### src/hw/rtl/pdfsu_pkg.sv
// types and constants shared by the literal string unescape block
package pdfsu_pkg;

  // number of results one input byte can cause at most
  localparam int RES_MAX = 3;

  // largest value the byte_count field can show
  localparam logic [15:0] SHOW_MAX = 16'hFFFF;

  // character codes
  localparam logic [7:0] CH_LPAREN = 8'h28;
  localparam logic [7:0] CH_RPAREN = 8'h29;
  localparam logic [7:0] CH_BSLASH = 8'h5C;
  localparam logic [7:0] CH_N      = 8'h6E;
  localparam logic [7:0] CH_R      = 8'h72;
  localparam logic [7:0] CH_T      = 8'h74;
  localparam logic [7:0] CH_B      = 8'h62;
  localparam logic [7:0] CH_F      = 8'h66;
  localparam logic [7:0] CH_LF     = 8'h0A;
  localparam logic [7:0] CH_CR     = 8'h0D;
  localparam logic [7:0] CH_TAB    = 8'h09;
  localparam logic [7:0] CH_BS     = 8'h08;
  localparam logic [7:0] CH_FF     = 8'h0C;
  localparam logic [7:0] DIGIT_0   = 8'h30;
  localparam logic [7:0] DIGIT_9   = 8'h39;

  // result kinds
  typedef enum logic [1:0] {
    KIND_BYTE      = 2'd0,
    KIND_CLOSED    = 2'd1,
    KIND_EXHAUSTED = 2'd2
  } kind_e;

  // escape sequencer, one-hot
  typedef enum logic [3:0] {
    PH_NORMAL     = 4'b0001,
    PH_ESCAPE     = 4'b0010,
    PH_ONE_DIGIT  = 4'b0100,
    PH_TWO_DIGITS = 4'b1000
  } phase_e;

  typedef struct packed {
    logic [7:0] in_byte;
    logic       data_end;
  } pdfsu_in_t;

  typedef struct packed {
    logic [7:0]  out_byte;
    kind_e       kind;
    logic [15:0] byte_count;
    logic        last;
  } pdfsu_out_t;

endpackage

### src/hw/rtl/pdfsu_decode.sv
// per-byte decode: escape handling, nesting depth and the result group
module pdfsu_decode import pdfsu_pkg::*; #(
  parameter int DEPTH_BITS = 16,
  parameter int COUNT_BITS = 16
) (
  input  pdfsu_in_t              in_i,
  input  phase_e                 phase_i,
  input  logic [DEPTH_BITS-1:0]  depth_i,
  input  logic [7:0]             held1_i,
  input  logic [7:0]             held2_i,
  input  logic [COUNT_BITS-1:0]  count_i,
  output pdfsu_out_t             res_o [RES_MAX],
  output logic [1:0]             res_cnt_o,
  output logic                   done_o,
  output phase_e                 phase_o,
  output logic [DEPTH_BITS-1:0]  depth_o,
  output logic [7:0]             held1_o,
  output logic [7:0]             held2_o,
  output logic [COUNT_BITS-1:0]  count_o
);

  function automatic logic [COUNT_BITS-1:0] sat_inc(input logic [COUNT_BITS-1:0] c);
    sat_inc = (c != '1) ? c + 1'b1 : c;
  endfunction

  function automatic logic [15:0] show(input logic [COUNT_BITS-1:0] c);
    logic [32:0] ext;
    ext  = 33'(c);
    show = (ext > 33'(SHOW_MAX)) ? SHOW_MAX : ext[15:0];
  endfunction

  logic [7:0]            b;
  logic                  e;
  logic                  is_dig;
  logic                  ord;
  logic                  pre_v;
  logic                  main_v;
  kind_e                 main_k;
  logic [7:0]            main_b;
  logic                  end_v;
  logic                  closed;
  logic [DEPTH_BITS-1:0] dec;
  logic [3:0]            d1;
  logic [3:0]            d2;
  logic [7:0]            dval;
  logic [COUNT_BITS-1:0] cnt;
  logic [1:0]            n;

  always_comb begin
    b      = in_i.in_byte;
    e      = in_i.data_end;
    is_dig = (b >= DIGIT_0) && (b <= DIGIT_9);
    d1     = 4'(held1_i - DIGIT_0);
    d2     = 4'(held2_i - DIGIT_0);
    dval   = {d1[1:0], 6'b0} | {1'b0, d2, 3'b0} | 8'(b - DIGIT_0);

    phase_o = PH_NORMAL;
    depth_o = depth_i;
    held1_o = held1_i;
    held2_o = held2_i;
    pre_v   = 1'b0;
    main_v  = 1'b0;
    main_k  = KIND_BYTE;
    main_b  = b;
    closed  = 1'b0;
    ord     = 1'b0;
    dec     = depth_i;

    case (phase_i)
      PH_NORMAL: begin
        ord = 1'b1;
      end
      PH_ESCAPE: begin
        case (b)
          CH_N: begin
            main_v = 1'b1;
            main_b = CH_LF;
          end
          CH_R: begin
            main_v = 1'b1;
            main_b = CH_CR;
          end
          CH_T: begin
            main_v = 1'b1;
            main_b = CH_TAB;
          end
          CH_B: begin
            main_v = 1'b1;
            main_b = CH_BS;
          end
          CH_F: begin
            main_v = 1'b1;
            main_b = CH_FF;
          end
          CH_LPAREN, CH_RPAREN, CH_BSLASH: begin
            main_v = 1'b1;
          end
          default: begin
            // first octal-style digit, else the escape is dropped
            if (is_dig && !e) begin
              held1_o = b;
              phase_o = PH_ONE_DIGIT;
            end
          end
        endcase
      end
      PH_ONE_DIGIT: begin
        if (is_dig && !e) begin
          held2_o = b;
          phase_o = PH_TWO_DIGITS;
        end else begin
          ord = 1'b1;
        end
      end
      PH_TWO_DIGITS: begin
        if (is_dig) begin
          main_v = 1'b1;
          main_b = dval;
        end else begin
          // broken escape: second digit goes out as plain data
          pre_v = 1'b1;
          ord   = 1'b1;
        end
      end
      default: begin
        ord = 1'b1;
      end
    endcase

    if (ord) begin
      if (b == CH_LPAREN) begin
        if (depth_i != '1) depth_o = depth_i + 1'b1;
        main_v = 1'b1;
      end else if (b == CH_RPAREN) begin
        if (depth_i != '0) dec = depth_i - 1'b1;
        depth_o = dec;
        main_v  = 1'b1;
        if (dec == '0) begin
          closed = 1'b1;
          main_k = KIND_CLOSED;
          main_b = 8'h00;
        end
      end else if (b == CH_BSLASH) begin
        phase_o = PH_ESCAPE;
      end else begin
        main_v = 1'b1;
      end
    end

    end_v  = e && !closed;
    done_o = closed || e;

    // pack the results in order, counting decoded bytes as they go
    for (int k = 0; k < RES_MAX; k++) res_o[k] = '0;
    n   = 2'd0;
    cnt = count_i;
    if (pre_v) begin
      cnt = sat_inc(cnt);
      res_o[n] = '{out_byte: held2_i, kind: KIND_BYTE, byte_count: show(cnt), last: 1'b0};
      n = n + 2'd1;
    end
    if (main_v) begin
      if (main_k == KIND_BYTE) cnt = sat_inc(cnt);
      res_o[n] = '{out_byte: main_b, kind: main_k, byte_count: show(cnt), last: 1'b0};
      n = n + 2'd1;
    end
    if (end_v) begin
      res_o[n] = '{out_byte: 8'h00, kind: KIND_EXHAUSTED, byte_count: show(cnt), last: 1'b0};
      n = n + 2'd1;
    end
    if (n != 2'd0) res_o[n - 2'd1].last = 1'b1;
    res_cnt_o = n;
    count_o   = cnt;

    if (done_o) begin
      phase_o = PH_NORMAL;
      depth_o = {{(DEPTH_BITS-1){1'b0}}, 1'b1};
      held1_o = 8'h00;
      held2_o = 8'h00;
      count_o = '0;
    end
  end

endmodule

### src/hw/rtl/pdf_literal_string_unescape_core.sv
// top level of the literal string unescape block: state registers and result queue
//
// input channel: one raw byte of a literal string body per transfer, starting
//   after the opening parenthesis, with data_end marking the last byte of data
// output channel: one result per transfer; a decoded byte (kind 0), a closed
//   marker (kind 1) when the nesting depth falls to zero, or an exhausted
//   marker (kind 2) on a data_end byte that gives no closed marker; last marks
//   the final result caused by one input byte
// each input byte causes zero to three results; decoding is one combinational
//   pass from the state registers and the incoming byte, and the results are
//   written into a four-entry result queue at the accepting edge
// results are registered in the queue before they are offered
// throughput: one byte per cycle while each byte gives at most one result and the
//   output is not stalled; each result takes its own transfer on the output port
// input stall is a plain function of the queue fill (stall at two or more
//   queued results), so there is no path from output stall to input stall
// reset clears the decode state (depth one, normal phase, count zero) and
//   empties the queue; after a marker the state returns to the same values
// a stalled receiver holds the offered result; input stalls once the queue
//   holds two or more results
module pdf_literal_string_unescape_core import pdfsu_pkg::*; #(
  parameter int DEPTH_BITS = 16,
  parameter int COUNT_BITS = 16
) (
  input  logic       clk_i,
  input  logic       rst_ni,
  input  logic       in_valid_i,
  output logic       in_stall_o,
  input  pdfsu_in_t  in_data_i,
  output logic       out_valid_o,
  input  logic       out_stall_i,
  output pdfsu_out_t out_data_o
);

  localparam int QDEPTH = 4;

  // decode state
  phase_e                phase_q, phase_d;
  logic [DEPTH_BITS-1:0] depth_q, depth_d;
  logic [7:0]            held1_q, held1_d;
  logic [7:0]            held2_q, held2_d;
  logic [COUNT_BITS-1:0] count_q, count_d;

  // result group of the byte at the input
  pdfsu_out_t res      [RES_MAX];
  logic [1:0] res_cnt;
  logic       done;

  // result queue
  pdfsu_out_t q_mem [QDEPTH];
  logic [1:0] wr_ptr_q, wr_ptr_d;
  logic [1:0] rd_ptr_q, rd_ptr_d;
  logic [2:0] cnt_q, cnt_d;

  logic in_xfer;
  logic out_xfer;

  pdfsu_decode #(
    .DEPTH_BITS(DEPTH_BITS),
    .COUNT_BITS(COUNT_BITS)
  ) u_decode (
    .in_i      (in_data_i),
    .phase_i   (phase_q),
    .depth_i   (depth_q),
    .held1_i   (held1_q),
    .held2_i   (held2_q),
    .count_i   (count_q),
    .res_o     (res),
    .res_cnt_o (res_cnt),
    .done_o    (done),
    .phase_o   (phase_d),
    .depth_o   (depth_d),
    .held1_o   (held1_d),
    .held2_o   (held2_d),
    .count_o   (count_d)
  );

  // room for a full group of three whenever at most one result is queued
  assign in_stall_o  = (cnt_q > 3'd1);
  assign in_xfer     = in_valid_i && !in_stall_o;
  assign out_valid_o = (cnt_q != 3'd0);
  assign out_xfer    = out_valid_o && !out_stall_i;
  assign out_data_o  = q_mem[rd_ptr_q];

  always_comb begin
    wr_ptr_d = wr_ptr_q + (in_xfer ? res_cnt : 2'd0);
    rd_ptr_d = rd_ptr_q + (out_xfer ? 2'd1 : 2'd0);
    cnt_d    = cnt_q + (in_xfer ? {1'b0, res_cnt} : 3'd0) - (out_xfer ? 3'd1 : 3'd0);
  end

  always_ff @(posedge clk_i or negedge rst_ni) begin
    if (!rst_ni) begin
      phase_q  <= PH_NORMAL;
      depth_q  <= {{(DEPTH_BITS-1){1'b0}}, 1'b1};
      held1_q  <= 8'h00;
      held2_q  <= 8'h00;
      count_q  <= '0;
      wr_ptr_q <= 2'd0;
      rd_ptr_q <= 2'd0;
      cnt_q    <= 3'd0;
    end else begin
      if (in_xfer) begin
        phase_q <= phase_d;
        depth_q <= depth_d;
        held1_q <= held1_d;
        held2_q <= held2_d;
        count_q <= count_d;
      end
      wr_ptr_q <= wr_ptr_d;
      rd_ptr_q <= rd_ptr_d;
      cnt_q    <= cnt_d;
    end
  end

  // group entries land in consecutive queue slots
  always_ff @(posedge clk_i) begin
    for (int k = 0; k < RES_MAX; k++) begin
      if (in_xfer && (2'(k) < res_cnt)) begin
        q_mem[wr_ptr_q + 2'(k)] <= res[k];
      end
    end
  end

  // queue never overfills
  assert property (@(posedge clk_i) disable iff (!rst_ni) cnt_q <= 3'd4)
    else $error("result queue overflow");

  // nesting depth never rests at zero
  assert property (@(posedge clk_i) disable iff (!rst_ni) depth_q != '0)
    else $error("depth register at zero");

  // a held first digit is always a decimal digit
  assert property (@(posedge clk_i) disable iff (!rst_ni)
    (phase_q == PH_ONE_DIGIT || phase_q == PH_TWO_DIGITS) |->
      (held1_q >= DIGIT_0 && held1_q <= DIGIT_9))
    else $error("held digit is not a digit");

  // a marker returns the decode state to its starting values
  assert property (@(posedge clk_i) disable iff (!rst_ni)
    (in_xfer && done) |=>
      (phase_q == PH_NORMAL && depth_q == {{(DEPTH_BITS-1){1'b0}}, 1'b1} && count_q == '0))
    else $error("state not cleared after string end");

endmodule

### config.mk
export PLATFORM = sky130hd
export DESIGN_NAME = pdf_literal_string_unescape_core
export DESIGN_NICKNAME = d
export VERILOG_FILES = /design/src/hw/rtl/pdfsu_pkg.sv /design/src/hw/rtl/pdfsu_decode.sv /design/src/hw/rtl/pdf_literal_string_unescape_core.sv
export SDC_FILE = /design/constraint.sdc
export NUM_CORES = 1
export LEC_CHECK = 0
export BUFFER_PORTS_ARGS = -buffer_cell sky130_fd_sc_hd__buf_2
export CORE_MARGIN = 4
export CORE_UTILIZATION = 65
export DETAILED_ROUTE_END_ITERATION = 6
export GPL_TIMING_DRIVEN = 0
export PLACE_DENSITY = 0.83
export SLEW_MARGIN = 20
export SYNTH_ARGS = -nofsm -noshare
export SYNTH_HDL_FRONTEND = slang
export SYNTH_SLANG_ARGS = --single-unit
export TNS_END_PERCENT = 30
### constraint.sdc
create_clock -name clk_i -period 14.01 [get_ports clk_i]
set_input_delay 2.802 -clock clk_i [delete_from_list [all_inputs] [get_ports clk_i]]
set_output_delay 2.802 -clock clk_i [all_outputs]
set_load 0.1 [all_outputs]
==> impl_metrics.toml <==
[flow_run]
maxCapViolations = 0

[synthesis]
ys_types = 122
syn-cell-area_um2 = 12600
async_flop_share_pct = 32.9
synth_top_flop_cell = "edfxtp_1"
synth_area_leaders = "edfxtp_1, dfrtp_1, mux4_2"
yosys.area.top_type = "edfxtp_1"
synth-edff-count = 108
synth_top_family_by_area = "compound AO/OA/AOI/OAI gates"
syn_area_per_cell_um2 = 9.61
muxShareOfSynthArea_pct = 6.72
synth_compound_gate_area_share_pct = 28.6
ys_seq_elements = 161
synth-seq-area-share_pct = 36.1
synthAdderAreaFrac_pct = 1.54
synth.net_count = 1344
synth_simple_gate_area_share_pct = 18.4
synth_top_area_share_pct = 25.6
synth_xor_area_share_pct = 2.98
yosysWarnings = 0
syn_inst = 1316

[worst_hold_path]
hp-start = "cnt_q[0]"
min_path_type = "flip-flop to flip-flop"

[sta]
holdWs_ps = 500
hold_viol = 0
relSlewSlack_pct = 23.4
drv_slew = 0
max_slew.worst_pin.slew_ps = 1150
fin_crit_ps = 7760
fin_skew_ps = 13.3
final-setup-viol-count = 0
max_freq_mhz = 129
period_share_pct = 55.4
rsz0062_at_grt = "no"
finalSetupTns_ps = 0

[clocking]
path_clk_slew_ps = 80
cts.htree.levels = 4
hold_buffers = 0
clockRootBuffer = "clkbuf_16"
clock_latency_ps = 450
cts_setup_buffers = 0
numCtsBuffers = 17
cts.path.max_buffers = 2
cts_tree = "built"
cts-resized-gates = 0
clock_sinks = 161

[global_routing]
grt_antenna_before_repair = 0
first_global_vias = 11600
grt_pass1_wl_um = 68300
grtUsageTotal_pct = 40.6
grt_max_degree = 54
grt_use_met1_pct = 55.2
grt_busiest_layer = "met2"
grt_overflow = 0
use_met3_pct = 12.1
grtUsageMet2_pct = 61.5

[die]
die_h_um = 147
die_w_um = 147
row_count = 50
dieArea_um2 = 21800
fp.coreArea_um2 = 18900
start_util_pct = 66.9
io_pins = 42

[final_layout]
syn_to_final_growth_pct = 10.3
antenna_cells = 0
layout-drive-gt1-share_pct = 18.9
nets = 1408
layout_common_cells = "nand2_1, edfxtp_1, nor2_1, buf_2, o21ai_0"
final_common_cell = "nand2_1"

[drt]
vias = 12500
wl_per_cell_um = 26.9
vias_per_cell = 7.56
drcViolationCount = 13
dr.pass1.iters = 7
ant_nets = 0
drt-total-wl_um = 44500
dr.first_iter.drc_count = 2199

[setup_path]
cp.required_ps = 14170
crit_type = "input pin to flip-flop"
cp_max_fo = 15
critPathCaptureType = "flip-flop"
worst_ep_arrival_time_ps = 7920
rr_startpoint = "phase_q[3]"
critPathLaunch = "in_data_i[5]"
worstSetupStartpointType = "input pin"

[run_status]
status = "complete, but fails checks"
violations = "DRC"

[place]
hpwl_um = 32600
port_buffers = 41
routabilityCongestion = 1.10

[pwr]
powerDensity_nw_per_um2 = 156
total_power_mw = 2.18
ir_drop_mv = 0.0979
p_leak_nw = 4.92
[area by class of cell]
class / instances / area (µm²)
timing repair buffer: 45 / 305
sequential: 161 / 4570
buffer: 111 / 581
clock buffer: 17 / 425
clock inverter: 15 / 199
inverter: 34 / 128
fill: 1409 / 4940
multi-input combinational: 1010 / 7420
tap: 260 / 325
[synth_stat cells, types with 20 or more instances]
master and n:
a21oi_1 51, a22o_1 20, a22oi_1 23, buf_2 37, clkbuf_1 54, dfrtp_1 51
edfxtp_1 108, inv_1 33, mux4_2 27, nand2_1 123, nand3_1 44, nor2_1 82
nor3_1 43, o211ai_1 24, o21ai_0 76, o21ai_1 22, o221ai_1 30, o22ai_1 43
xnor2_1 24
[per-stage QoR]
step	util, %	worst slack, ps	cells	cell area, µm²
6_report	73.9	6250	1653	14000
3_5_place_dp	70.5	6060	1621	13300
4_1_cts	73.8	6490	1653	13900
5_1_grt	73.9	6160	1653	14000
3_3_place_gp	69.7	3940	1617	13200
2_1_floorplan	-	6460	1316	12600
[layer usage]
layer / vias up / routed length (µm)
met1: 5852 / 16700
met2: 1099 / 19500
met5: - / 0
met4: 0 / 2080
li1: 5339 / -
met3: 204 / 6300
[worst max-delay path, stage by stage]
cell and delay (ps):
buf_2 150, ha_1 250, nor3b_2 380, nand2_1 260, nor2_1 490, nand4b_1 220, buf_1 570, ha_1 310
clkbuf_1 330, inv_1 230, a211oi_1 570, clkbuf_1 570, a21oi_1 240, o21ai_4 290, buf_16 230
[report_power, final]
group	leakage [nW]	switching, mW	total, mW	internal (mW)
combinational	2.91	0.805	1.07	0.260
clock	0.301	0.246	0.493	0.246
sequential	1.72	0.0316	0.624	0.592
[sequential cells by signal, indices dropped and copies added, names as in the netlist]
name / count
phase_q: 4
count_q: 16
rd_ptr_q: 2
wr_ptr_q: 2
held1_q: 2
cnt_q: 3
q_mem: 108
held2_q: 8
depth_q: 16
[cells by family after synthesis]
kind of cell               after synthesis
buffers and inverters                  145
xor gates and xnor gates                40
and+or+nand+nor                        438
AOI/OAI and AO/OA                      470
DFF                                    161
adders and majority gates               15
muxes                                   47
[final timing paths]
check | endpoint | cells after the start | slack, ps
worst min-delay path | cnt_q[0] | 1 | 500
max in group asynchronous | count_q[12] | 1 | 11080
worst max-delay path | q_mem[3][21] | 15 | 6250
min in group asynchronous | cnt_q[2] | 1 | 2380
worst min register to register | cnt_q[0] | 1 | 500
worst max register to register | q_mem[3][21] | 13 | 8500
Note: power is estimated with default switching activity, not from simulation.
